**src/sv/rps_pkg.sv**
```systemverilog
// types and constants shared by the reflow profile sequencer
// no dependencies
`timescale 1ns / 1ps

package rps_pkg;

   localparam int TempW   = 11;
   localparam int LevelW  = 10;
   localparam int SecW    = 12;
   localparam int MsW     = 32;
   localparam int DurMsW  = 22;
   localparam int PhaseW  = 3;
   localparam int AddrW   = 5;
   localparam int DataW   = 32;

   localparam logic [LevelW-1:0] MS_PER_S = LevelW'(1000);

   // register indexes
   localparam logic [2:0] REG_SOAK_TEMP = 3'd0;
   localparam logic [2:0] REG_SOAK_SEC  = 3'd1;
   localparam logic [2:0] REG_PEAK_TEMP = 3'd2;
   localparam logic [2:0] REG_PEAK_SEC  = 3'd3;
   localparam logic [2:0] REG_COOL_TEMP = 3'd4;

   // register reset values
   localparam logic [LevelW-1:0] RST_SOAK_TEMP = LevelW'(150);
   localparam logic [SecW-1:0]   RST_SOAK_SEC  = SecW'(90);
   localparam logic [LevelW-1:0] RST_PEAK_TEMP = LevelW'(240);
   localparam logic [SecW-1:0]   RST_PEAK_SEC  = SecW'(60);
   localparam logic [LevelW-1:0] RST_COOL_TEMP = LevelW'(50);

   typedef enum logic [PhaseW-1:0] {
      PH_IDLE    = 3'd0,
      PH_PREHEAT = 3'd1,
      PH_SOAK    = 3'd2,
      PH_RAMP    = 3'd3,
      PH_REFLOW  = 3'd4,
      PH_COOL    = 3'd5
   } phase_type;

   typedef struct packed {
      logic [LevelW-1:0] preheat_end;
      logic [DurMsW-1:0] soak_ms;
      logic [LevelW-1:0] peak_temp;
      logic [DurMsW-1:0] peak_ms;
      logic [LevelW-1:0] cool_temp;
   } cfg_type;

   typedef struct packed {
      logic signed [TempW-1:0] temperature;
      logic                    run;
      logic [MsW-1:0]          now_ms;
   } item_type;

   typedef struct packed {
      logic [PhaseW-1:0] phase;
      logic [LevelW-1:0] setpoint;
      logic              acted;
      logic              stopped;
   } result_type;

endpackage

```
**src/sv/rps_csr.sv**
```systemverilog
// configuration registers with apb-style access and precomputed durations in ms
// depends on rps_pkg
`timescale 1ns / 1ps

module rps_csr
   import rps_pkg::*;
(
   input  logic             clock,
   input  logic             reset,
   input  logic             csr_psel,
   input  logic             csr_penable,
   input  logic             csr_pwrite,
   input  logic [AddrW-1:0] csr_paddr,
   input  logic [DataW-1:0] csr_pwdata,
   output logic [DataW-1:0] csr_prdata,
   output cfg_type          cfg
);

   logic [LevelW-1:0] preheat_end_ff, peak_temp_ff, cool_temp_ff;
   logic [SecW-1:0]   soak_sec_ff, peak_sec_ff;
   logic [DurMsW-1:0] soak_ms_ff, peak_ms_ff;
   logic              wr_en;
   logic [2:0]        index;

   assign wr_en = csr_psel && csr_penable && csr_pwrite;
   assign index = csr_paddr[4:2];

   always_ff @(posedge clock) begin
      if (reset) begin
         preheat_end_ff <= RST_SOAK_TEMP;
         soak_sec_ff    <= RST_SOAK_SEC;
         peak_temp_ff   <= RST_PEAK_TEMP;
         peak_sec_ff    <= RST_PEAK_SEC;
         cool_temp_ff   <= RST_COOL_TEMP;
      end else if (wr_en) begin
         case (index)
            REG_SOAK_TEMP: preheat_end_ff <= csr_pwdata[LevelW-1:0];
            REG_SOAK_SEC:  soak_sec_ff    <= csr_pwdata[SecW-1:0];
            REG_PEAK_TEMP: peak_temp_ff   <= csr_pwdata[LevelW-1:0];
            REG_PEAK_SEC:  peak_sec_ff    <= csr_pwdata[SecW-1:0];
            REG_COOL_TEMP: cool_temp_ff   <= csr_pwdata[LevelW-1:0];
            default: ;
         endcase
      end
   end

   // durations in ms are registered products of the second counts
   always_ff @(posedge clock) begin
      soak_ms_ff <= DurMsW'(soak_sec_ff) * DurMsW'(MS_PER_S);
      peak_ms_ff <= DurMsW'(peak_sec_ff) * DurMsW'(MS_PER_S);
   end

   always_comb begin
      case (index)
         REG_SOAK_TEMP: csr_prdata = DataW'(preheat_end_ff);
         REG_SOAK_SEC:  csr_prdata = DataW'(soak_sec_ff);
         REG_PEAK_TEMP: csr_prdata = DataW'(peak_temp_ff);
         REG_PEAK_SEC:  csr_prdata = DataW'(peak_sec_ff);
         REG_COOL_TEMP: csr_prdata = DataW'(cool_temp_ff);
         default:       csr_prdata = '0;
      endcase
   end

   assign cfg.preheat_end = preheat_end_ff;
   assign cfg.soak_ms     = soak_ms_ff;
   assign cfg.peak_temp   = peak_temp_ff;
   assign cfg.peak_ms     = peak_ms_ff;
   assign cfg.cool_temp   = cool_temp_ff;

endmodule

```
**src/sv/rps_core.sv**
```systemverilog
// phase state machine: profile state registers and the per-item step logic
// depends on rps_pkg
`timescale 1ns / 1ps

module rps_core
   import rps_pkg::*;
(
   input  logic       clock,
   input  logic       reset,
   input  logic       step,
   input  item_type   item,
   input  cfg_type    cfg,
   output result_type result
);

   phase_type         phase_ff, phase_in;
   logic [LevelW-1:0] ref_ff, ref_in;
   logic [MsW-1:0]    begin_ff, begin_in;
   logic              was_running_ff, was_running_in;
   logic [MsW-1:0]    elapsed;
   logic              soak_reached, peak_reached, cool_reached;
   logic              soak_done, peak_done;

   assign elapsed      = item.now_ms - begin_ff;
   assign soak_reached = item.temperature >= $signed({1'b0, cfg.preheat_end});
   assign peak_reached = item.temperature >= $signed({1'b0, cfg.peak_temp});
   assign cool_reached = item.temperature <= $signed({1'b0, cfg.cool_temp});
   assign soak_done    = elapsed >= MsW'(cfg.soak_ms);
   assign peak_done    = elapsed >= MsW'(cfg.peak_ms);

   // next state
   always_comb begin
      phase_in       = phase_ff;
      ref_in         = ref_ff;
      begin_in       = begin_ff;
      was_running_in = was_running_ff;
      if (item.run) begin
         was_running_in = 1'b1;
         case (phase_ff)
            PH_IDLE: phase_in = PH_PREHEAT;
            PH_PREHEAT: begin
               ref_in = cfg.preheat_end;
               if (soak_reached) begin
                  begin_in = item.now_ms;
                  phase_in = PH_SOAK;
               end
            end
            PH_SOAK: begin
               ref_in = cfg.preheat_end;
               if (soak_done) begin
                  begin_in = '0;
                  phase_in = PH_RAMP;
               end
            end
            PH_RAMP: begin
               ref_in = cfg.peak_temp;
               if (peak_reached) begin
                  begin_in = item.now_ms;
                  phase_in = PH_REFLOW;
               end
            end
            PH_REFLOW: begin
               ref_in = cfg.peak_temp;
               if (peak_done) begin
                  begin_in = '0;
                  phase_in = PH_COOL;
               end
            end
            PH_COOL: begin
               ref_in = cfg.cool_temp;
               if (cool_reached) begin
                  phase_in = PH_IDLE;
               end
            end
            default: ;
         endcase
      end else if (was_running_ff) begin
         phase_in       = PH_IDLE;
         ref_in         = '0;
         was_running_in = 1'b0;
      end
   end

   // outputs
   always_comb begin
      result.phase    = phase_in;
      result.setpoint = ref_in;
      result.acted    = item.run || was_running_ff;
      result.stopped  = !item.run && was_running_ff;
   end

   always_ff @(posedge clock) begin
      if (reset) begin
         phase_ff       <= PH_IDLE;
         ref_ff         <= '0;
         begin_ff       <= '0;
         was_running_ff <= 1'b1;
      end else if (step) begin
         phase_ff       <= phase_in;
         ref_ff         <= ref_in;
         begin_ff       <= begin_in;
         was_running_ff <= was_running_in;
      end
   end

endmodule

```
**src/sv/reflow_profile_sequencer.sv**
```systemverilog
// reflow profile sequencer top level: register block, input register, phase core, result register
// depends on rps_pkg, rps_csr, rps_core
`timescale 1ns / 1ps

//  channel | direction | handshake             | payload
//  req     | in        | req_valid / req_stall | temperature, run, now_ms
//  rsp     | out       | rsp_valid / rsp_stall | phase, setpoint, acted, stopped
//  csr     | in        | psel / penable        | paddr, pwdata, prdata
//
// an item is held in the input register from acceptance, and its result is stored in the result register;
// the phase step between them is combinational
// one item per cycle is sustained while rsp_stall stays low
// req_stall rises only when both registers hold items and rsp_stall is high
// reset restores the register defaults, idle phase and an empty pipeline

module reflow_profile_sequencer
   import rps_pkg::*;
(
   input  logic                    clock,
   input  logic                    reset,
   input  logic                    req_valid,
   output logic                    req_stall,
   input  logic signed [TempW-1:0] req_temperature,
   input  logic                    req_run,
   input  logic [MsW-1:0]          req_now_ms,
   output logic                    rsp_valid,
   input  logic                    rsp_stall,
   output logic [PhaseW-1:0]       rsp_phase,
   output logic [LevelW-1:0]       rsp_setpoint,
   output logic                    rsp_acted,
   output logic                    rsp_stopped,
   input  logic                    csr_psel,
   input  logic                    csr_penable,
   input  logic                    csr_pwrite,
   input  logic [AddrW-1:0]        csr_paddr,
   input  logic [DataW-1:0]        csr_pwdata,
   output logic [DataW-1:0]        csr_prdata,
   output logic                    csr_pready
);

   cfg_type    cfg;
   item_type   item_ff;
   result_type result, result_ff;
   logic       in_valid_ff, in_valid_in;
   logic       out_valid_ff, out_valid_in;
   logic       req_take, fire;

   assign csr_pready = 1'b1;

   rps_csr u_csr (
      .clock       (clock),
      .reset       (reset),
      .csr_psel    (csr_psel),
      .csr_penable (csr_penable),
      .csr_pwrite  (csr_pwrite),
      .csr_paddr   (csr_paddr),
      .csr_pwdata  (csr_pwdata),
      .csr_prdata  (csr_prdata),
      .cfg         (cfg)
   );

   // held item moves on when the result register is empty or being drained
   assign fire      = in_valid_ff && (!out_valid_ff || !rsp_stall);
   assign req_stall = in_valid_ff && out_valid_ff && rsp_stall;
   assign req_take  = req_valid && !req_stall;

   assign in_valid_in  = req_take || (in_valid_ff && !fire);
   assign out_valid_in = fire || (out_valid_ff && rsp_stall);

   rps_core u_core (
      .clock  (clock),
      .reset  (reset),
      .step   (fire),
      .item   (item_ff),
      .cfg    (cfg),
      .result (result)
   );

   always_ff @(posedge clock) begin
      if (reset) begin
         in_valid_ff  <= 1'b0;
         out_valid_ff <= 1'b0;
      end else begin
         in_valid_ff  <= in_valid_in;
         out_valid_ff <= out_valid_in;
      end
   end

   always_ff @(posedge clock) begin
      if (req_take) begin
         item_ff.temperature <= req_temperature;
         item_ff.run         <= req_run;
         item_ff.now_ms      <= req_now_ms;
      end
      if (fire) begin
         result_ff <= result;
      end
   end

   assign rsp_valid    = out_valid_ff;
   assign rsp_phase    = result_ff.phase;
   assign rsp_setpoint = result_ff.setpoint;
   assign rsp_acted    = result_ff.acted;
   assign rsp_stopped  = result_ff.stopped;

endmodule

```
**config.mk**
```make
export PLATFORM = sky130hd
export DESIGN_NAME = reflow_profile_sequencer
export DESIGN_NICKNAME = d
export VERILOG_FILES = /design/src/sv/rps_pkg.sv /design/src/sv/rps_csr.sv /design/src/sv/rps_core.sv /design/src/sv/reflow_profile_sequencer.sv
export SDC_FILE = /design/constraint.sdc
export NUM_CORES = 1
export LEC_CHECK = 0
export BUFFER_PORTS_ARGS = -buffer_cell sky130_fd_sc_hd__buf_2
export CAP_MARGIN = 20
export CORE_MARGIN = 2
export CORE_UTILIZATION = 30
export DETAILED_ROUTE_END_ITERATION = 12
export GPL_ROUTABILITY_DRIVEN = 0
export GPL_TIMING_DRIVEN = 0
export MAX_ROUTING_LAYER = met4
export PLACE_DENSITY = 0.45
export SLEW_MARGIN = 20
export SYNTH_ARGS = -nofsm -noshare
export SYNTH_HDL_FRONTEND = slang
export SYNTH_HIERARCHICAL = 1
export SYNTH_SLANG_ARGS = --single-unit
```
**constraint.sdc**
```tcl
create_clock -name clock -period 7.16 [get_ports clock]
set_input_delay 0.716 -clock clock [delete_from_list [all_inputs] [get_ports clock]]
set_output_delay 0.716 -clock clock [all_outputs]
set_load 0.05 [all_outputs]
```
======== Word level (Yosys, flattened, before mapping) ========
Index checks and enable logic that the tools add are counted.
word-level totals
  register bits ........................... 199
  output and inout bits ................... 50
  memories kept ........................... 0
  RAM bits ................................ 0
  memory bits (read-only) ................. 0
  bits of input ports ..................... 88
  bits in latches ......................... 0
  logic and storage cells ................. 88
operators by class
  bitwise gates (word level) .............. 0
  add/subtract/negate cells ............... 1
  reductions and logical operators ........ 29
  shifts and indexed selects .............. 0
  multiplexer cells ....................... 18
  multiply operators ...................... 2
  div/mod/pow operators ................... 0
  equal/unequal tests ..................... 13
  order comparisons ....................... 5
operator list
  operator                                               number
  two-way mux 32 bit                                     4
  one-hot mux 32 bit (4 select lines)                    1
  greater-or-equal comparator 32 x 22 -> 1 bit           2
  one-hot mux 12 bit (5 select lines)                    1
  multiplier 12 x 7 -> 19 bit, second input constant     2
  subtractor 32 bit                                      1
  one-hot mux 10 bit (3 select lines)                    1
  greater-or-equal comparator 11 bit                     2
  two-way mux 3 bit                                      7
  two-way mux 10 bit                                     2
  one-hot mux 3 bit (6 select lines)                     1
  == test 3 x 2 -> 1 bit, second input constant          4
  <= comparator 11 bit                                   1
  AND reduction 2 bit                                    5
  == test 3 bit, second input constant                   3
  logical AND 1 bit                                      9
  inequality test 2 x 1 -> 1 bit, second input constant  4
  AND reduction 7 bit                                    1
  == test 3 x 1 -> 1 bit, second input constant          2
  logical NOT 3 bit                                      2
  logical NOT 1 bit                                      5
  logical OR 1 bit                                       4
  nonzero test 4 bit                                     1
  OR reduction 2 bit                                     2
  two-way mux 1 bit                                      1

======== Depth between registers and ports, before layout ========
  depth in word-level cells ............... 6
  mapped depth ............................ 21
  mapped depth without buffers ............ 20

======== By module ========
Netlist, hierarchy kept.
modules (own cells, without submodules)
  module                    cells an instance  area an instance (um2)  times used  seq. area each (um2)
  rps_csr                   764                7473.4                  1           1841.8
  rps_core                  840                6271.0                  1           920.9
  reflow_profile_sequencer  71                 1869.3                  1           1811.7

======== Worst setup path after synthesis ========
OpenSTA, ideal clock, no wires.
  path kind ............................... register to register
  start ................................... register item_ff[0] in the netlist's numbering
  end ..................................... register u_core.begin_ff[0]
  slack ................................... 3003 ps
  path buffers ............................ 1
  stages on the path, launching flop included .. 21
  setup time .............................. 72 ps
  data required time ...................... 7088 ps
  arrival ................................. 4085 ps
  clock period less this slack ............ 4157 ps
  cell sequence ........................... edfxtp_1 > inv_1 > ha_1 > inv_1 > fa_1 > a211oi_1 > o211ai_1 > a21boi_0 > nor2_1 > nor2_1 > xnor2_1 > ha_1 > and4_1 > a221o_1 > a31oi_1 > or3_1 > a32oi_1 > a211oi_1 > a21oi_2 > buf_6 > mux2i_1
on the way
  longest elaborated chain between the ends .. 4
  elaborated cells between the ends (all ways) .. 9
  those cells by class .................... 1 x add/sub; 2 x order compare; 2 x eq/ne; 3 x mux; 1 x reduce/logical
RTL lines
  what                                                             RTL line                        text
  start, declared                                                  reflow_profile_sequencer.sv:42  item_type item_ff;
  subtractor 32 bit                                                rps_core.sv:24                  assign elapsed = item.now_ms - begin_ff;
  greater-or-equal comparator 32 x 22 -> 1 bit (on tied branches)  rps_core.sv:29, rps_core.sv:28
  inequality test 2 x 1 -> 1 bit (no source line)                  -
  AND reduction 7 bit (no source line)                             -
  end signal, assigned                                             rps_core.sv:101                 begin_ff <= begin_in;
  end, declared                                                    rps_core.sv:18                  logic [MsW-1:0] begin_ff, begin_in;
Parallel ways exist; a longest one is shown, timed or not. The select of a mux whose other input is x is not followed.
A chain may end at the register's enable or synchronous reset.

======== Final worst setup path ========
  start ................................... register item_ff[0] in the netlist's numbering
  end ..................................... register u_core.begin_ff[27]
on the way
  longest elaborated chain between the ends .. 4
  elaborated cells between the ends (all ways) .. 6
  those cells by class .................... 1 x add/sub; 2 x order compare; 2 x eq/ne; 1 x reduce/logical
RTL lines
  what                                                             RTL line
  subtractor 32 bit *                                              rps_core.sv:24
  greater-or-equal comparator 32 x 22 -> 1 bit (on tied branches)  rps_core.sv:29, rps_core.sv:28
  inequality test 2 x 1 -> 1 bit (no source line)                  -
  AND reduction 7 bit (no source line) *                           -
Mark *: on every way between the ends. The rest lies on a longest branch, timed or not.

==> metrics.csv <==
metric;value;unit
status;finished, final reports clean;
hold_buffers;0;
required;7.53;ns
die_x;232;µm
finalHoldViolCount;0;
drive_above_1_share;12.4;%
nNetsFinal;2173;
p_per_area;170;nW/µm²
setup_viol;0;
coreArea;51400;µm²
finalNonFillerCells;2506;
antenna_found_initial;2;
grt_usage;16.5;%
fin_area;17600;µm²
path_clk_slew;0.09;ns
netlist_instances;1675;
avgViaCountPerCell;4.83;
layout_min_cycle_time;5.49;ns
cts_buffers;17;
critPathMaxFanout;10;
async_flop_share;0;%
grt_pass1_wl;66900;µm
drt_wl_total;42100;µm
post-route-util;34.3;%
routedWlPerCell;16.8;µm
nFillCells;5337;
grt_max_degree;26;
die_h;232;µm
netlist_area;15600;µm²
placed_area;17100;µm²
slew_headroom;47.1;%
h-tree-depth;4;
pin_count;138;
cp_cell_sequence;inv_1 -> ha_1 -> inv_1 -> fa_1 -> a211oi_1 -> o211ai_1 -> a21boi_0 -> nor2_1 -> nor2_1 -> o311ai_0 -> xor2_1 -> ha_1 -> a21oi_1 -> o21ai_0 -> a221oi_1 -> o31a_1 -> a32oi_1 -> a211oi_1 -> a21oi_2 -> buf_6 -> mux2i_1;
yosysUniqueCellTypes;87;
tightest_slew;0.793;ns
drtPass1Iterations;8;
vias;12100;
clock-sinks;199;
initial_core_util;30.4;%
fmax;182;MHz
finalCritPeriodShare;76.6;%
ys.warnings.count;6;
clock_skew;0.0205;ns
end_kind;flip-flop;
clk-insertion-delay-late;0.49;ns
cp-start-kind;flip-flop;
top_layer_used;met4;
hpwl;34300;µm
cts-resized-gates;0;
maxSlewViolCount;0;
total_leakage_power;7.91;nW
clock_path_buffers;2;
m1WireLength;20900;µm
slowest_stage;a21boi_0;
drt_iter0_drc;731;
critPathMaxStageDelay;0.53;ns
peakVddDrop;0.000189;V
ys_seq_elements;199;
cts_setup_buffers;0;
cap_violations;0;
worstPathArrival;5.86;ns
syn_area_per_cell;9.32;µm²
grt_setup_unrepaired;false;
worst-setup-path-type;flip-flop to flip-flop;
syn_to_final_growth;12.9;%
dp_cells;2474;
grt_overflow;0;
synth-edff-count;59;
synthFlopType;dfxtp_1;
ant_nets;0;
wl_met3;1700;µm
cts_tree;done;
rows;83;
grt_pass1_vias;12000;
min_path_type;input port to flip-flop;
route.met2.wl;18900;µm
port_buffers;92;
synth_seq_area_share;29.3;%
num_antenna_cells;0;
drc_errors;0;
cts_root_buf;clkbuf_16;
tns;0;ns
dieArea;53900;µm²
cell type report:
type | count | area [µm²] | share of cell area (%)
plain buffers | 87 | 488 | 2.77
clock buffers | 20 | 459 | 2.61
clock inverters | 12 | 101 | 0.575
inverters | 240 | 901 | 5.11
multi-input cells | 1174 | 9760 | 55.4
flip-flops and latches | 199 | 4570 | 26.0
well taps | 680 | 851 | 4.83
repair buffers | 94 | 492 | 2.79
report_power, final:
| group | internal [mW] | switching [mW] |
|---|---|---|
| Clock | 0.477 | 0.484 |
| Sequential | 1.23 | 0.0369 |
| Combinational | 0.297 | 0.475 |
flip-flops by register name, indices dropped and copies added (netlist names):
register,count
u_core/was_running_ff,1
rsp_setpoint,10
rsp_stopped,1
u_csr/soak_sec_ff,12
u_core/phase_ff,3
u_csr/soak_ms_ff,19
u_csr/peak_ms_ff,19
u_core/begin_ff,32
in_valid_ff,1
u_csr/cool_temp_ff,10
u_csr/peak_temp_ff,10
u_csr/peak_sec_ff,12
item_ff,44
rsp_acted,1
rsp_phase,3
u_csr/preheat_end_ff,10
u_core/ref_ff,10
rsp_valid,1
kinds of logic after synthesis:
| family | after synthesis | share of synthesized area [%] |
|---|---|---|
| AOI/OAI and AO/OA | 365 | 16.4 |
| xor gates and xnor gates | 55 | 3.09 |
| adders and majority gates | 272 | 25.5 |
| buffers and inverters | 327 | 8.89 |
| DFF | 199 | 29.3 |
| muxes | 81 | 5.28 |
| other | 2 | 0.0481 |
| and+or+nand+nor | 374 | 11.5 |
cells in the mapped netlist (all sizes together) (25+ instances only):
cell type	instances	share of area, %
xor2	25	1.4
nand3	53	1.8
a21oi	95	3.1
o21ai	52	1.7
a21o	28	1.3
fa	77	9.9
dfxtp	140	18
mux2i	70	4.5
nor2	97	2.4
xnor2	30	1.7
ha	195	16
buf	48	2.2
nand2	126	3.0
clkbuf	39	0.95
inv	239	5.7
edfxtp	59	11
per-stage QoR:
| stage | total power, mW | worst slack [ns] | hold WS [ns] |
|---|---|---|---|
| 6_report | 3.00 | 1.67 | 0.391 |
| 3_5_place_dp | 2.07 | 1.65 | 0.447 |
| 2_1_floorplan | 1.85 | 3.00 | 0.414 |
| 4_1_cts | 3.05 | 1.59 | 0.345 |
| 3_3_place_gp | 2.06 | 1.65 | 0.442 |
| 5_1_grt | 3.19 | 1.27 | 0.358 |
layer usage:
| metal | up-vias | track usage, % |
|---|---|---|
| met2 | 234 | 25.3 |
| met1 | 5775 | 22.6 |
| met5 | - | - |
| li1 | 6066 | - |
| met3 | 41 | 2.91 |
| met4 | 0 | 4.03 |
critical path, delay by kind of cell, from the launching register on:
family          cells  cell delay, ns
compound gates     11            2.76
fa+ha+maj           3            0.92
xor+xnor            1            0.43
flops               1            0.42
buf+inv             3            0.36
simple gates        2            0.34
mux                 1            0.12
worst paths after layout:
path              cells after the start  slack (ns)           startpoint                   to
setup reg to reg                     21        1.67           item_ff[0]  u_core/begin_ff[27]
hold reg to reg                       2        0.46  u_core/begin_ff[11]  u_core/begin_ff[11]
hold / removal                        1        0.39       req_now_ms[24]          item_ff[24]
setup / recovery                     21        1.67           item_ff[0]  u_core/begin_ff[27]
placed cells by master, fill, tap and decap left out, drive strengths merged, types with 5 or more instances in the layout:
cell type and n:
o21ai 52, xor2 25, fa 77, a31o 9, nand4 18, ha 195, a21boi 7, mux2 11
inv 247, or3 5, o21a 8, nand3 53, a221oi 12, edfxtp 59, o211ai 11, a31oi 12
o21bai 5, nand2b 13, nand2 126, and2 5, nor2 97, nor2b 11, a22oi 24, clkbuf 59
a211oi 20, o211a 9, dfxtp 140, or2 7, buf 142, xnor2 30, o22ai 14, a21oi 95
mux2i 70, and3 5, conb 27, a211o 20, nor3 12, a21o 28, and4 5
(Power assumes the default switching activity.)
